$ cat config.mk
export PLATFORM = sky130hd
export DESIGN_NAME = software_timer_table
export DESIGN_NICKNAME = d
export VERILOG_FILES = /design/src/hdl/stt_pkg.sv /design/src/hdl/stt_entry_ram.sv /design/src/hdl/stt_tag_buf.sv /design/src/hdl/software_timer_table.sv
export SDC_FILE = /design/constraint.sdc
export NUM_CORES = 2
export LEC_CHECK = 0
export ABC_CLOCK_PERIOD_IN_PS = 12700
export BUFFER_PORTS_ARGS = -buffer_cell sky130_fd_sc_hd__buf_2
export CORE_MARGIN = 5
export CORE_UTILIZATION = 57
export DETAILED_ROUTE_END_ITERATION = 10
export GPL_TIMING_DRIVEN = 0
export HOLD_SLACK_MARGIN = 0.08
export PLACE_DENSITY = 0.76
export SLEW_MARGIN = 0
export SYNTH_ARGS = -nofsm -noshare
export SYNTH_HDL_FRONTEND = slang
export SYNTH_SLANG_ARGS = --single-unit
$ cat constraint.sdc
create_clock -name clk -period 12.7 [get_ports clk]
set_input_delay 1.27 -clock clk [delete_from_list [all_inputs] [get_ports clk]]
set_output_delay 1.27 -clock clk [all_outputs]
set_load 0.05 [all_outputs]
$ cat src/hdl/stt_pkg.sv
// Shared types, codes and field widths of the software timer table.
package stt_pkg;

	// Field widths of the stream payloads
	localparam int unsigned TIME_W   = 32;
	localparam int unsigned DELAY_W  = 31;
	localparam int unsigned COUNT_W  = 32;
	localparam int unsigned TAG_W    = 16;
	localparam int unsigned POS_W    = 8;
	localparam int unsigned STATUS_W = 2;
	localparam int unsigned ACTIVE_W = 5;
	localparam int unsigned OP_W     = 2;

	localparam int unsigned IN_DATA_W  = 120;
	localparam int unsigned OUT_DATA_W = 24;

	// Repeat count that never runs down
	localparam logic [COUNT_W-1:0] ENDLESS = '1;

	// Operation codes
	typedef enum logic [OP_W-1:0] {
		OP_TICK   = 2'd0,
		OP_ADD    = 2'd1,
		OP_DELETE = 2'd2,
		OP_NONE   = 2'd3
	} op_t;

	// Status codes
	localparam logic [STATUS_W-1:0] ST_OK    = 2'd0;
	localparam logic [STATUS_W-1:0] ST_FULL  = 2'd1;
	localparam logic [STATUS_W-1:0] ST_RANGE = 2'd2;

	// One timer record as held in the entry memory
	typedef struct packed {
		logic [TIME_W-1:0]  due;
		logic [DELAY_W-1:0] period;
		logic [COUNT_W-1:0] remaining;
		logic [TAG_W-1:0]   tag;
	} entry_t;

endpackage

$ cat src/hdl/stt_entry_ram.sv
// Timer record memory: one write port, one registered read port.
module stt_entry_ram #(
	parameter int unsigned DEPTH = 16,
	parameter int unsigned AW    = 4
) (
	input  logic            clk,
	input  logic            wr_en,
	input  logic [AW-1:0]   wr_addr,
	input  stt_pkg::entry_t wr_data,
	input  logic            rd_en,
	input  logic [AW-1:0]   rd_addr,
	output stt_pkg::entry_t rd_data
);

	stt_pkg::entry_t mem [DEPTH];

	// Write record
	always_ff @(posedge clk) begin
		if (wr_en) begin
			mem[wr_addr] <= wr_data;
		end
	end

	// Read record, registered
	always_ff @(posedge clk) begin
		if (rd_en) begin
			rd_data <= mem[rd_addr];
		end
	end

endmodule

$ cat src/hdl/stt_tag_buf.sv
// Buffer of tags fired during one tick, replayed after the table walk.
module stt_tag_buf #(
	parameter int unsigned DEPTH = 16,
	parameter int unsigned AW    = 4
) (
	input  logic                      clk,
	input  logic                      wr_en,
	input  logic [AW-1:0]             wr_addr,
	input  logic [stt_pkg::TAG_W-1:0] wr_data,
	input  logic                      rd_en,
	input  logic [AW-1:0]             rd_addr,
	output logic [stt_pkg::TAG_W-1:0] rd_data
);

	logic [stt_pkg::TAG_W-1:0] mem [DEPTH];

	// Store fired tag
	always_ff @(posedge clk) begin
		if (wr_en) begin
			mem[wr_addr] <= wr_data;
		end
	end

	// Read tag, registered
	always_ff @(posedge clk) begin
		if (rd_en) begin
			rd_data <= mem[rd_addr];
		end
	end

endmodule

$ cat src/hdl/software_timer_table.sv
// Software timer table top level: command sequencer around the record memory.
//
// Usage:
//   Commands arrive on the s_axis channel, one beat each; s_axis_tuser is the
//   operation (tick, add, delete). Results leave on the m_axis channel;
//   m_axis_tuser flags a firing and m_axis_tlast marks the final result beat
//   of a command. A tick gives one beat per fired timer, in table order, or
//   one beat with no firing.
// Sequencing:
//   Add and unused codes: result loaded from S_RESP into the output register.
//   Delete at position p: the records after p are read and written back one
//   place lower. Tick: the walk reads one record per cycle from the record
//   memory and writes each kept record to the next kept slot; fired tags go
//   to the tag buffer and are replayed after the walk.
//   Commands are taken one at a time; the next one is taken while the last
//   result beat still waits in the output register.
// Reset:
//   arst_n empties the table at once; no clearing pass is needed.
// Stall:
//   When m_axis_tready is low the output register holds its beat and the
//   sequencer waits before loading the next one.
module software_timer_table #(
	parameter int unsigned CAPACITY = 16
) (
	input  logic                          clk,
	input  logic                          arst_n,
	input  logic                          s_axis_tvalid,
	output logic                          s_axis_tready,
	// time_ms[31:0], delay_ms[62:32], repeat_count[94:63], event_tag[110:95],
	// entry_position[118:111], zero pad[119]
	input  logic [stt_pkg::IN_DATA_W-1:0] s_axis_tdata,
	// operation[1:0]
	input  logic [stt_pkg::OP_W-1:0]      s_axis_tuser,
	output logic                          m_axis_tvalid,
	input  logic                          m_axis_tready,
	// fired_tag[15:0], status[17:16], active_count[22:18], zero pad[23]
	output logic [stt_pkg::OUT_DATA_W-1:0] m_axis_tdata,
	// fired[0]
	output logic                          m_axis_tuser,
	output logic                          m_axis_tlast
);

	localparam int unsigned AW = (CAPACITY > 1) ? $clog2(CAPACITY) : 1;
	localparam int unsigned CW = $clog2(CAPACITY + 1);
	localparam int unsigned XW = ((CW > stt_pkg::POS_W) ? CW : stt_pkg::POS_W) + 1;

	typedef enum logic [5:0] {
		S_IDLE  = 6'b000001,
		S_WALK  = 6'b000010,
		S_SHIFT = 6'b000100,
		S_RESP  = 6'b001000,
		S_FETCH = 6'b010000,
		S_SEND  = 6'b100000
	} state_t;

	state_t state_q;

	// Input fields
	logic [stt_pkg::TIME_W-1:0]  in_time;
	logic [stt_pkg::DELAY_W-1:0] in_delay;
	logic [stt_pkg::COUNT_W-1:0] in_count;
	logic [stt_pkg::TAG_W-1:0]   in_tag;
	logic [stt_pkg::POS_W-1:0]   in_pos;
	stt_pkg::op_t                in_op;

	assign in_time  = s_axis_tdata[31:0];
	assign in_delay = s_axis_tdata[62:32];
	assign in_count = s_axis_tdata[94:63];
	assign in_tag   = s_axis_tdata[110:95];
	assign in_pos   = s_axis_tdata[118:111];
	assign in_op    = stt_pkg::op_t'(s_axis_tuser);

	// Control and working registers
	logic [CW-1:0]                count_q;
	logic [CW-1:0]                idx_q;
	logic [CW-1:0]                keep_q;
	logic [CW-1:0]                nfire_q;
	logic [CW-1:0]                rd_q;
	logic                         vld_s1;
	logic [stt_pkg::TIME_W-1:0]   now_q;
	logic [stt_pkg::STATUS_W-1:0] status_q;

	// Output register
	logic                         out_valid_q;
	logic                         out_fired_q;
	logic [stt_pkg::TAG_W-1:0]    out_tag_q;
	logic [stt_pkg::STATUS_W-1:0] out_status_q;
	logic [stt_pkg::ACTIVE_W-1:0] out_count_q;
	logic                         out_last_q;

	// Memory ports
	logic                      ram_wr_en;
	logic [AW-1:0]             ram_wr_addr;
	stt_pkg::entry_t           ram_wr_data;
	logic                      ram_rd_en;
	logic [AW-1:0]             ram_rd_addr;
	stt_pkg::entry_t           ram_rd_data;
	logic                      tb_wr_en;
	logic                      tb_rd_en;
	logic [AW-1:0]             tb_rd_addr;
	logic [stt_pkg::TAG_W-1:0] tb_rd_data;

	logic                      in_fire;
	logic                      out_free;
	logic                      add_full;
	logic                      del_bad;
	logic [XW-1:0]             pos_x;
	logic [XW-1:0]             pos_next;
	logic [XW-1:0]             cnt_x;
	logic                      rd_more;
	logic [CW-1:0]             rd_next;
	logic                      send_last;
	stt_pkg::entry_t           add_rec;

	// Walk datapath
	logic [stt_pkg::TIME_W-1:0]  walk_diff;
	logic                        walk_fire;
	logic                        walk_keep;
	stt_pkg::entry_t             walk_rec;

	assign s_axis_tready = (state_q == S_IDLE);
	assign in_fire       = s_axis_tvalid && s_axis_tready;
	assign out_free      = !out_valid_q || m_axis_tready;

	assign add_full = (count_q >= CW'(CAPACITY));
	assign pos_x    = XW'(in_pos);
	assign pos_next = pos_x + XW'(1);
	assign cnt_x    = XW'(count_q);
	assign del_bad  = (pos_x >= cnt_x);
	assign rd_more  = vld_s1 && (idx_q < count_q);
	assign rd_next  = rd_q + CW'(1);
	assign send_last = (rd_next == nfire_q);

	assign add_rec.due       = in_time + stt_pkg::TIME_W'(in_delay);
	assign add_rec.period    = in_delay;
	assign add_rec.remaining = in_count;
	assign add_rec.tag       = in_tag;

	// Fire, advance and count down one record
	always_comb begin
		walk_rec  = ram_rd_data;
		walk_diff = ram_rd_data.due - now_q;
		walk_fire = ((walk_diff == '0) || walk_diff[stt_pkg::TIME_W-1])
			&& (ram_rd_data.remaining != '0);
		if (walk_fire) begin
			walk_rec.due = ram_rd_data.due + stt_pkg::TIME_W'(ram_rd_data.period);
			if (ram_rd_data.remaining != stt_pkg::ENDLESS) begin
				walk_rec.remaining = ram_rd_data.remaining - stt_pkg::COUNT_W'(1);
			end
		end
		walk_keep = (walk_rec.remaining != '0);
	end

	// Steer memory ports
	always_comb begin
		ram_wr_en   = 1'b0;
		ram_wr_addr = keep_q[AW-1:0];
		ram_wr_data = walk_rec;
		ram_rd_en   = 1'b0;
		ram_rd_addr = idx_q[AW-1:0];
		tb_wr_en    = 1'b0;
		tb_rd_en    = 1'b0;
		tb_rd_addr  = rd_next[AW-1:0];
		unique case (state_q)
			S_IDLE: begin
				if (in_fire) begin
					case (in_op)
						stt_pkg::OP_TICK: begin
							ram_rd_en   = (count_q != '0);
							ram_rd_addr = '0;
						end
						stt_pkg::OP_ADD: begin
							ram_wr_en   = !add_full;
							ram_wr_addr = count_q[AW-1:0];
							ram_wr_data = add_rec;
						end
						stt_pkg::OP_DELETE: begin
							ram_rd_en   = !del_bad && (pos_next < cnt_x);
							ram_rd_addr = pos_next[AW-1:0];
						end
						default: begin
						end
					endcase
				end
			end
			S_WALK: begin
				ram_wr_en = vld_s1 && walk_keep;
				tb_wr_en  = vld_s1 && walk_fire;
				ram_rd_en = rd_more;
			end
			S_SHIFT: begin
				ram_wr_en   = vld_s1;
				ram_wr_data = ram_rd_data;
				ram_rd_en   = rd_more;
			end
			S_FETCH: begin
				tb_rd_en   = 1'b1;
				tb_rd_addr = '0;
			end
			S_SEND: begin
				tb_rd_en = out_free && !send_last;
			end
			default: begin
			end
		endcase
	end

	// Sequence commands
	always_ff @(posedge clk or negedge arst_n) begin
		if (!arst_n) begin
			state_q <= S_IDLE;
			count_q <= '0;
			idx_q   <= '0;
			keep_q  <= '0;
			nfire_q <= '0;
			rd_q    <= '0;
			vld_s1  <= 1'b0;
		end else begin
			unique case (state_q)
				S_IDLE: begin
					if (in_fire) begin
						case (in_op)
							stt_pkg::OP_TICK: begin
								idx_q   <= CW'(1);
								keep_q  <= '0;
								nfire_q <= '0;
								vld_s1  <= (count_q != '0);
								state_q <= (count_q != '0) ? S_WALK : S_RESP;
							end
							stt_pkg::OP_ADD: begin
								if (!add_full) begin
									count_q <= count_q + CW'(1);
								end
								state_q <= S_RESP;
							end
							stt_pkg::OP_DELETE: begin
								idx_q   <= CW'(pos_next + XW'(1));
								keep_q  <= CW'(pos_x);
								vld_s1  <= !del_bad && (pos_next < cnt_x);
								state_q <= del_bad ? S_RESP : S_SHIFT;
							end
							default: begin
								state_q <= S_RESP;
							end
						endcase
					end
				end
				S_WALK: begin
					if (vld_s1) begin
						if (walk_keep) begin
							keep_q <= keep_q + CW'(1);
						end
						if (walk_fire) begin
							nfire_q <= nfire_q + CW'(1);
						end
						idx_q  <= idx_q + CW'(1);
						vld_s1 <= rd_more;
					end else begin
						count_q <= keep_q;
						state_q <= (nfire_q == '0) ? S_RESP : S_FETCH;
					end
				end
				S_SHIFT: begin
					if (vld_s1) begin
						keep_q <= keep_q + CW'(1);
						idx_q  <= idx_q + CW'(1);
						vld_s1 <= rd_more;
					end else begin
						count_q <= count_q - CW'(1);
						state_q <= S_RESP;
					end
				end
				S_RESP: begin
					if (out_free) begin
						state_q <= S_IDLE;
					end
				end
				S_FETCH: begin
					rd_q    <= '0;
					state_q <= S_SEND;
				end
				S_SEND: begin
					if (out_free) begin
						rd_q <= rd_next;
						if (send_last) begin
							state_q <= S_IDLE;
						end
					end
				end
				default: begin
					state_q <= S_IDLE;
				end
			endcase
		end
	end

	// Capture command payload
	always_ff @(posedge clk) begin
		if (in_fire) begin
			now_q <= in_time;
			if (in_op == stt_pkg::OP_ADD && add_full) begin
				status_q <= stt_pkg::ST_FULL;
			end else if (in_op == stt_pkg::OP_DELETE && del_bad) begin
				status_q <= stt_pkg::ST_RANGE;
			end else begin
				status_q <= stt_pkg::ST_OK;
			end
		end
	end

	// Hold result beat until taken
	always_ff @(posedge clk or negedge arst_n) begin
		if (!arst_n) begin
			out_valid_q <= 1'b0;
		end else if ((state_q == S_RESP || state_q == S_SEND) && out_free) begin
			out_valid_q <= 1'b1;
		end else if (m_axis_tready) begin
			out_valid_q <= 1'b0;
		end
	end

	// Load result payload
	always_ff @(posedge clk) begin
		if (state_q == S_RESP && out_free) begin
			out_fired_q  <= 1'b0;
			out_tag_q    <= '0;
			out_status_q <= status_q;
			out_count_q  <= stt_pkg::ACTIVE_W'(count_q);
			out_last_q   <= 1'b1;
		end else if (state_q == S_SEND && out_free) begin
			out_fired_q  <= 1'b1;
			out_tag_q    <= tb_rd_data;
			out_status_q <= stt_pkg::ST_OK;
			out_count_q  <= stt_pkg::ACTIVE_W'(count_q);
			out_last_q   <= send_last;
		end
	end

	assign m_axis_tvalid = out_valid_q;
	assign m_axis_tdata  = {1'b0, out_count_q, out_status_q, out_tag_q};
	assign m_axis_tuser  = out_fired_q;
	assign m_axis_tlast  = out_last_q;

	stt_entry_ram #(
		.DEPTH (CAPACITY),
		.AW    (AW)
	) u_entry_ram (
		.clk     (clk),
		.wr_en   (ram_wr_en),
		.wr_addr (ram_wr_addr),
		.wr_data (ram_wr_data),
		.rd_en   (ram_rd_en),
		.rd_addr (ram_rd_addr),
		.rd_data (ram_rd_data)
	);

	stt_tag_buf #(
		.DEPTH (CAPACITY),
		.AW    (AW)
	) u_tag_buf (
		.clk     (clk),
		.wr_en   (tb_wr_en),
		.wr_addr (nfire_q[AW-1:0]),
		.wr_data (ram_rd_data.tag),
		.rd_en   (tb_rd_en),
		.rd_addr (tb_rd_addr),
		.rd_data (tb_rd_data)
	);

endmodule

Yosys cells after proc, flatten, opt, wreduce, memory -nomap -nowiden

Memories as Yosys holds them, arrays and structs flattened. A register that Yosys moved wholly into a read port is not among the register bits.
Cells that the tools add are included.

Logic and storage cells: 167
RAM bits: 2032
Memories kept: 2
Input bits: 126
Output and inout bits: 28
Register bits: 92

Equality and inequality tests: 25
Muxes and demuxes: 70
Add/sub/neg operators: 12
Order comparisons: 4
Reduce and logical (&&, ||, !) cells: 39

Memories:

| name            | words | bits a word | read ports | clocked after memory_dff | write ports | line                | source |
|---|---|---|---|---|---|---|---|
| u_entry_ram.mem | 16    | 111         | 1          | 1                        | 1           | stt_entry_ram.sv:15 | `stt_pkg::entry_t mem [DEPTH];` |
| u_tag_buf.mem   | 16    | 16          | 1          | 1                        | 1           | stt_tag_buf.sv:15   | `logic [stt_pkg::TAG_W-1:0] mem [DEPTH];` |

Operators with widths:

| operator              | count |
|---|---|
| $mux 111              | 2 |
| $pmux 111 s2          | 1 |
| $mux 32               | 3 |
| $mux 5                | 19 |
| $add 32x31->32        | 2 |
| $reduce_bool 32->1    | 2 |
| $pmux 5 s2            | 5 |
| $mux 6                | 6 |
| $pmux 6 s6            | 1 |
| $logic_not 32->1      | 1 |
| $mux 4                | 8 |
| $ne 32x32->1 const B  | 1 |
| $sub 32x1->32 const B | 1 |
| $sub 32x32->32        | 1 |
| $add 5x1->5 const B   | 6 |
| $pmux 5 s3            | 2 |
| $ne 2x2->1 const B    | 10 |
| $reduce_and 6->1      | 3 |
| $pmux 4 s2            | 2 |
| $logic_and 1x1->1     | 12 |
| $mux 1                | 12 |
| $pmux 1 s2            | 5 |
| $reduce_bool 2->1     | 5 |
| $add 8x1->9 const B   | 1 |
| other kinds (29)      | 39 |

Longest topological paths before layout

Word-level depth: 10
Depth in mapped cells: 21
Gate-level depth less buffers: 18

Hierarchy

A second synthesis with hierarchy kept.

Cell total of the unflattened synthesis: 4958
Area total of the unflattened synthesis: 92064.5 µm²

Modules (own cells, without submodules):

| module               | area each (µm²) | seq. area each (µm²) | times used | cells an instance |
|---|---|---|---|---|
| stt_entry_ram        | 69624.3         | 56664.3              | 1          | 2838 |
| software_timer_table | 12238.0         | 2418.6               | 1          | 1688 |
| stt_tag_buf          | 10202.3         | 8167.8               | 1          | 432 |

Least setup slack after synthesis

OpenSTA, ideal clock, no wires.

Path type: flip-flop to flip-flop
Start: register, netlist name u_entry_ram.rd_data[79]
End: memory u_entry_ram.mem[10][0] (netlist name) (enable)
Path buffers: 2
Data arrival time: 11.610 ns
Clock period less this slack: 12.326 ns
Library setup time: 0.717 ns
Cell stages (with the launch flop): 21
Setup slack: 0.374 ns
Required time: 11.983 ns
Cells stage by stage: edfxtp_1 > inv_1 > ha_1 > fa_1 > nand2b_1 > a21o_1 > a211oi_1 > o21ai_0 > o211ai_1 > a311oi_1 > nor4_1 > nand4_2 > o21a_1 > buf_6 > o41ai_1 > a2111oi_4 > nand4b_1 > or3_4 > a31oi_4 > buf_6 > nor3_1

Longest elaborated chain between the ends: 10

Ends and longest elaborated chain:

| what                             | line                        | source |
|---|---|---|
| $sub 32x32->32 (*)               | software_timer_table.sv:142 | `walk_diff = ram_rd_data.due - now_q;` |
| $logic_not 32->1                 | software_timer_table.sv:143 | `walk_fire = ((walk_diff == '0) \|\| walk_diff[stt_pkg::TIME_W-1])` |
| $logic_or 1x1->1 (*)             | software_timer_table.sv:143 |  |
| $logic_and 1x1->1 (*)            | software_timer_table.sv:144 | `&& (ram_rd_data.remaining != '0);` |
| $mux 32 (*)                      | software_timer_table.sv:145 | `if (walk_fire) begin` |
| $reduce_bool 32->1 (*)           | software_timer_table.sv:151 | `walk_keep = (walk_rec.remaining != '0);` |
| $logic_and 1x1->1 (*)            | software_timer_table.sv:187 | `ram_wr_en = vld_s1 && walk_keep;` |
| $pmux 1 s3 (*)                   | software_timer_table.sv:164 | `unique case (state_q)` |
| $mux 1 (*)                       | stt_entry_ram.sv:19         | `if (wr_en) begin` |
| $mux 1 (implied by the code) (*) | stt_entry_ram.sv:20         | `mem[wr_addr] <= wr_data;` |
| end, declared                    | stt_entry_ram.sv:15         |  |

Mark *: on every way between the ends. The rest lies on a longest branch, timed or not.

==> results.py <==
metrics = {
    "status": {
        "status": "finished, violations left",
        "violations": "capacitance limit, slew limit",
    },
    "die": {
        "die_w_um": 421,
        "ios": 154,
        "coreArea_sq_um": 168000,
        "rows": 150,
        "die_h_um": 421,
        "initial_utilization": 0.575,
        "die_area_sq_um": 177000,
    },
    "worst_setup_path": {
        "slowest_stage": "nor2_1",
        "cp-end-kind": "register",
        "cp_max_fo": 16,
        "cpLargestDelayFamily": "simple AND/OR/NAND/NOR gates",
        "cp.arrival_ns": 9.79,
        "worstPathCellList": "inv_1, ha_1, fa_1, nand2b_1, a21o_1, a211oi_1, o21ai_0, o211ai_1, a311oi_1, nor4_1, nand4_2, o21a_1, buf_6, clkbuf_1, nor2_1, nand2_1, clkbuf_1, o221ai_1",
        "cp.buffers_inverters": 4,
        "reg2reg_slack_ns": 3.35,
        "crit_path_max_incr_delay_ns": 1.20,
        "start_kind": "register",
        "crit_top_cell": "clkbuf_1",
        "criticalPathCategory": "register to register",
        "required_ns": 13.14,
    },
    "power_and_ir_drop": {
        "ir_worst_vdd_mv": 0.165,
        "p_sw_frac": 0.397,
        "p_int_mw": 15.3,
        "switchingPower_mw": 10.1,
        "power_density_nw_per_um2": 232,
        "leakage_nw": 38.2,
        "clkPwrFrac": 0.251,
        "comb_power_share": 0.375,
        "seqPwrFrac": 0.374,
    },
    "synth": {
        "synth-edff-count": 2200,
        "yosysTopAreaCell": "edfxtp_1",
        "async_flop_share": 0.0147,
        "synthFlopType": "edfxtp_1",
        "ys_warn_count": 0,
        "netlist_area_sq_um": 96300,
        "avgSynthCellArea_sq_um": 12.4,
        "synth_commonest_cells": "edfxtp_1 (2,200), nand2_1 (2,188), nand3_1 (525), clkbuf_1 (444), a311oi_1 (344)",
        "syn_inst": 7755,
        "syn-num-nets": 8006,
        "synth_top_area_frac": 0.686,
        "ys_seq_elements": 2251,
        "synth_cell_type_count": 100,
        "post-synth-top-count-cell": "edfxtp_1",
        "synth_area_leaders": "edfxtp_1 (69%), nand2_1 (8.5%), a311oi_1 (3.1%)",
        "ys_seq_area_frac": 0.698,
    },
    "sta": {
        "final_max_slew_viol_count": 33,
        "maxSlewHeadroom": -0.0481,
        "post-route-min-period_ns": 9.35,
        "skew_ns": 0.0421,
        "fin_crit_sh": 0.736,
        "finalSetupViolCount": 0,
        "rsz0062_at_grt": "false",
        "fmax_mhz": 107,
        "timing.final.hold_violations": 0,
        "tns_ns": 0,
        "max_slew.worst_pin.slew_ns": 1.57,
    },
    "clock_network": {
        "cts_tree": "yes",
        "postCtsSetupRepairBufs": 0,
        "cts_resized": 0,
        "htreeDepth": 4,
        "hold_buffers": 0,
        "cts.clk_slew.worst_paths_ns": 0.06,
        "cts_sinks": 2251,
        "cts-buffers-inserted": 213,
        "clockRootBuffer": "clkbuf_16",
        "clk_latency_ns": 0.86,
        "clockBufferDepth": 3,
    },
    "placement": {
        "dp_hpwl_mm": 222,
        "place_congestion": 0.957,
        "port-buffer-count": 151,
    },
    "routing": {
        "detail_route.wl_per_cell_um": 28.9,
        "drcViolationCount": 0,
        "routed_wl_mm": 311,
        "ant_nets": 0,
        "vias": 70500,
        "drtIter0Drc": 10300,
        "vias_per_cell": 6.55,
        "first_pass_iters": 8,
    },
    "cells_and_area": {
        "drive_above_1_share": 0.0982,
        "area_growth_pct": 13.7,
        "final_core_util": 0.654,
        "nets": 8593,
    },
    "global_route": {
        "first_global_vias": 67300,
        "grt_pass1_wl_mm": 447,
        "grt_usage": 0.341,
        "antenna_found_initial": 19,
        "grt_max_degree": 52,
        "grt-ovfl-total": 0,
    },
    "flow_run": {
        "cap_violations": 4,
    },
    "min_path": {
        "hold_path_class": "register to register",
    },
}
[layer usage]
metal	routed length (um)	part of all wire	track usage
met5	11	0.000035	0
met4	23300	0.075	0.217
met3	38000	0.12	0.0873
met2	142000	0.46	0.529
met1	108000	0.35	0.431
[worst paths after layout]
kind	endpoint	start	cells past startpoint
max	u_entry_ram.mem[2][90]	u_entry_ram.rd_data[79]	18
min	out_tag_q[3]	out_tag_q[3]	2
max reg2reg	u_entry_ram.mem[2][90]	u_entry_ram.rd_data[79]	18
min reg2reg	out_tag_q[3]	out_tag_q[3]	2
max in group asynchronous	count_q[1]	arst_n	1
min in group asynchronous	idx_q[2]	arst_n	1
[layout make-up]
class                           count  area [sq um]
Timing Repair Buffer              372          3230
Sequential cell                  2251         67300
Multi-Input combinational cell   4921         27000
Buffer                            497          1940
Clock buffer                      260          5580
Inverter                           86           323
Tap cell                         2204          2760
Antenna cell                       30          75.1
Fill cell                       11700         58000
Clock inverter                    137          1400
[through the flow]
| step | total power [mW] | setup slack, ns | area [sq um] | std cells | hold slack (ns) |
|---|---|---|---|---|---|
| after floorplan | 14.9 | 0.374 | 96300 | 7755 | 0.471 |
| after CTS | 25.0 | 3.57 | 109000 | 10700 | 0.461 |
| after global placement | 18.4 | -9.18 | 99900 | 10100 | 0.444 |
| final | 25.4 | 3.35 | 110000 | 10800 | 0.463 |
| after detailed placement | 18.7 | 3.61 | 102000 | 10300 | 0.453 |
| after global routing | 26.2 | 3.38 | 110000 | 10700 | 0.497 |
[cells in the final DEF (no fill, tap or decap), types with 49 or more instances in the layout]
cell | Yosys | layout
a211oi_1 | 49 | 49
a21oi_1 | 241 | 241
a311oi_1 | 344 | 344
a31oi_1 | 165 | 165
and2_1 | 55 | 55
and3_1 | 240 | 240
buf_2 | 11 | 164
buf_6 | 4 | 185
clkbuf_1 | 444 | 467
clkbuf_16 | 0 | 215
edfxtp_1 | 2200 | 2200
ha_1 | 121 | 121
inv_1 | 85 | 84
nand2_1 | 2188 | 2187
nand3_1 | 525 | 525
nor2_1 | 128 | 128
nor3_1 | 99 | 80
o21ai_0 | 158 | 144
[flip-flops by register name, indices dropped and copies added (netlist names)]
| name | count |
|---|---|
| out_count_q | 5 |
| m_axis_tlast | 1 |
| m_axis_tuser | 1 |
| out_tag_q | 16 |
| u_entry_ram.rd_data | 111 |
| status_q | 2 |
| now_q | 32 |
| rd_q | 5 |
| u_entry_ram.mem | 1776 |
| u_tag_buf.mem | 256 |
| vld_s1 | 1 |
| keep_q | 5 |
| state_q | 6 |
| count_q | 5 |
| u_tag_buf.rd_data | 16 |
| nfire_q | 5 |
| m_axis_tvalid | 1 |
| idx_q | 5 |
| out_status_q | 2 |
[worst min-delay path, delay by kind of cell, from the launching register on]
family,cells,cell delay [ns]
flops,1,0.31
compound gates,1,0.06
simple gates,1,0.05
[power by group through the flow]
stage	combinational (mW)	clock, mW	sequential [mW]
4_1_cts	9.17	6.38	9.50
3_3_place_gp	8.69	0	9.74
6_report	9.51	6.37	9.51
5_1_grt	10.0	6.71	9.52
3_5_place_dp	9.08	0	9.65
2_1_floorplan	5.25	0	9.63
[cells by family after synthesis]
family / Yosys count / share of synthesized area
xor gates and xnor gates: 86 / 0.00782
muxes: 80 / 0.0106
and+or+nand+nor: 3434 / 0.156
AOI/OAI and AO/OA: 1194 / 0.0875
adders and majority gates: 126 / 0.0166
buffers and inverters: 583 / 0.0232
other: 1 / 0.0000389
DFF: 2251 / 0.698
(Power assumes the default switching activity.)
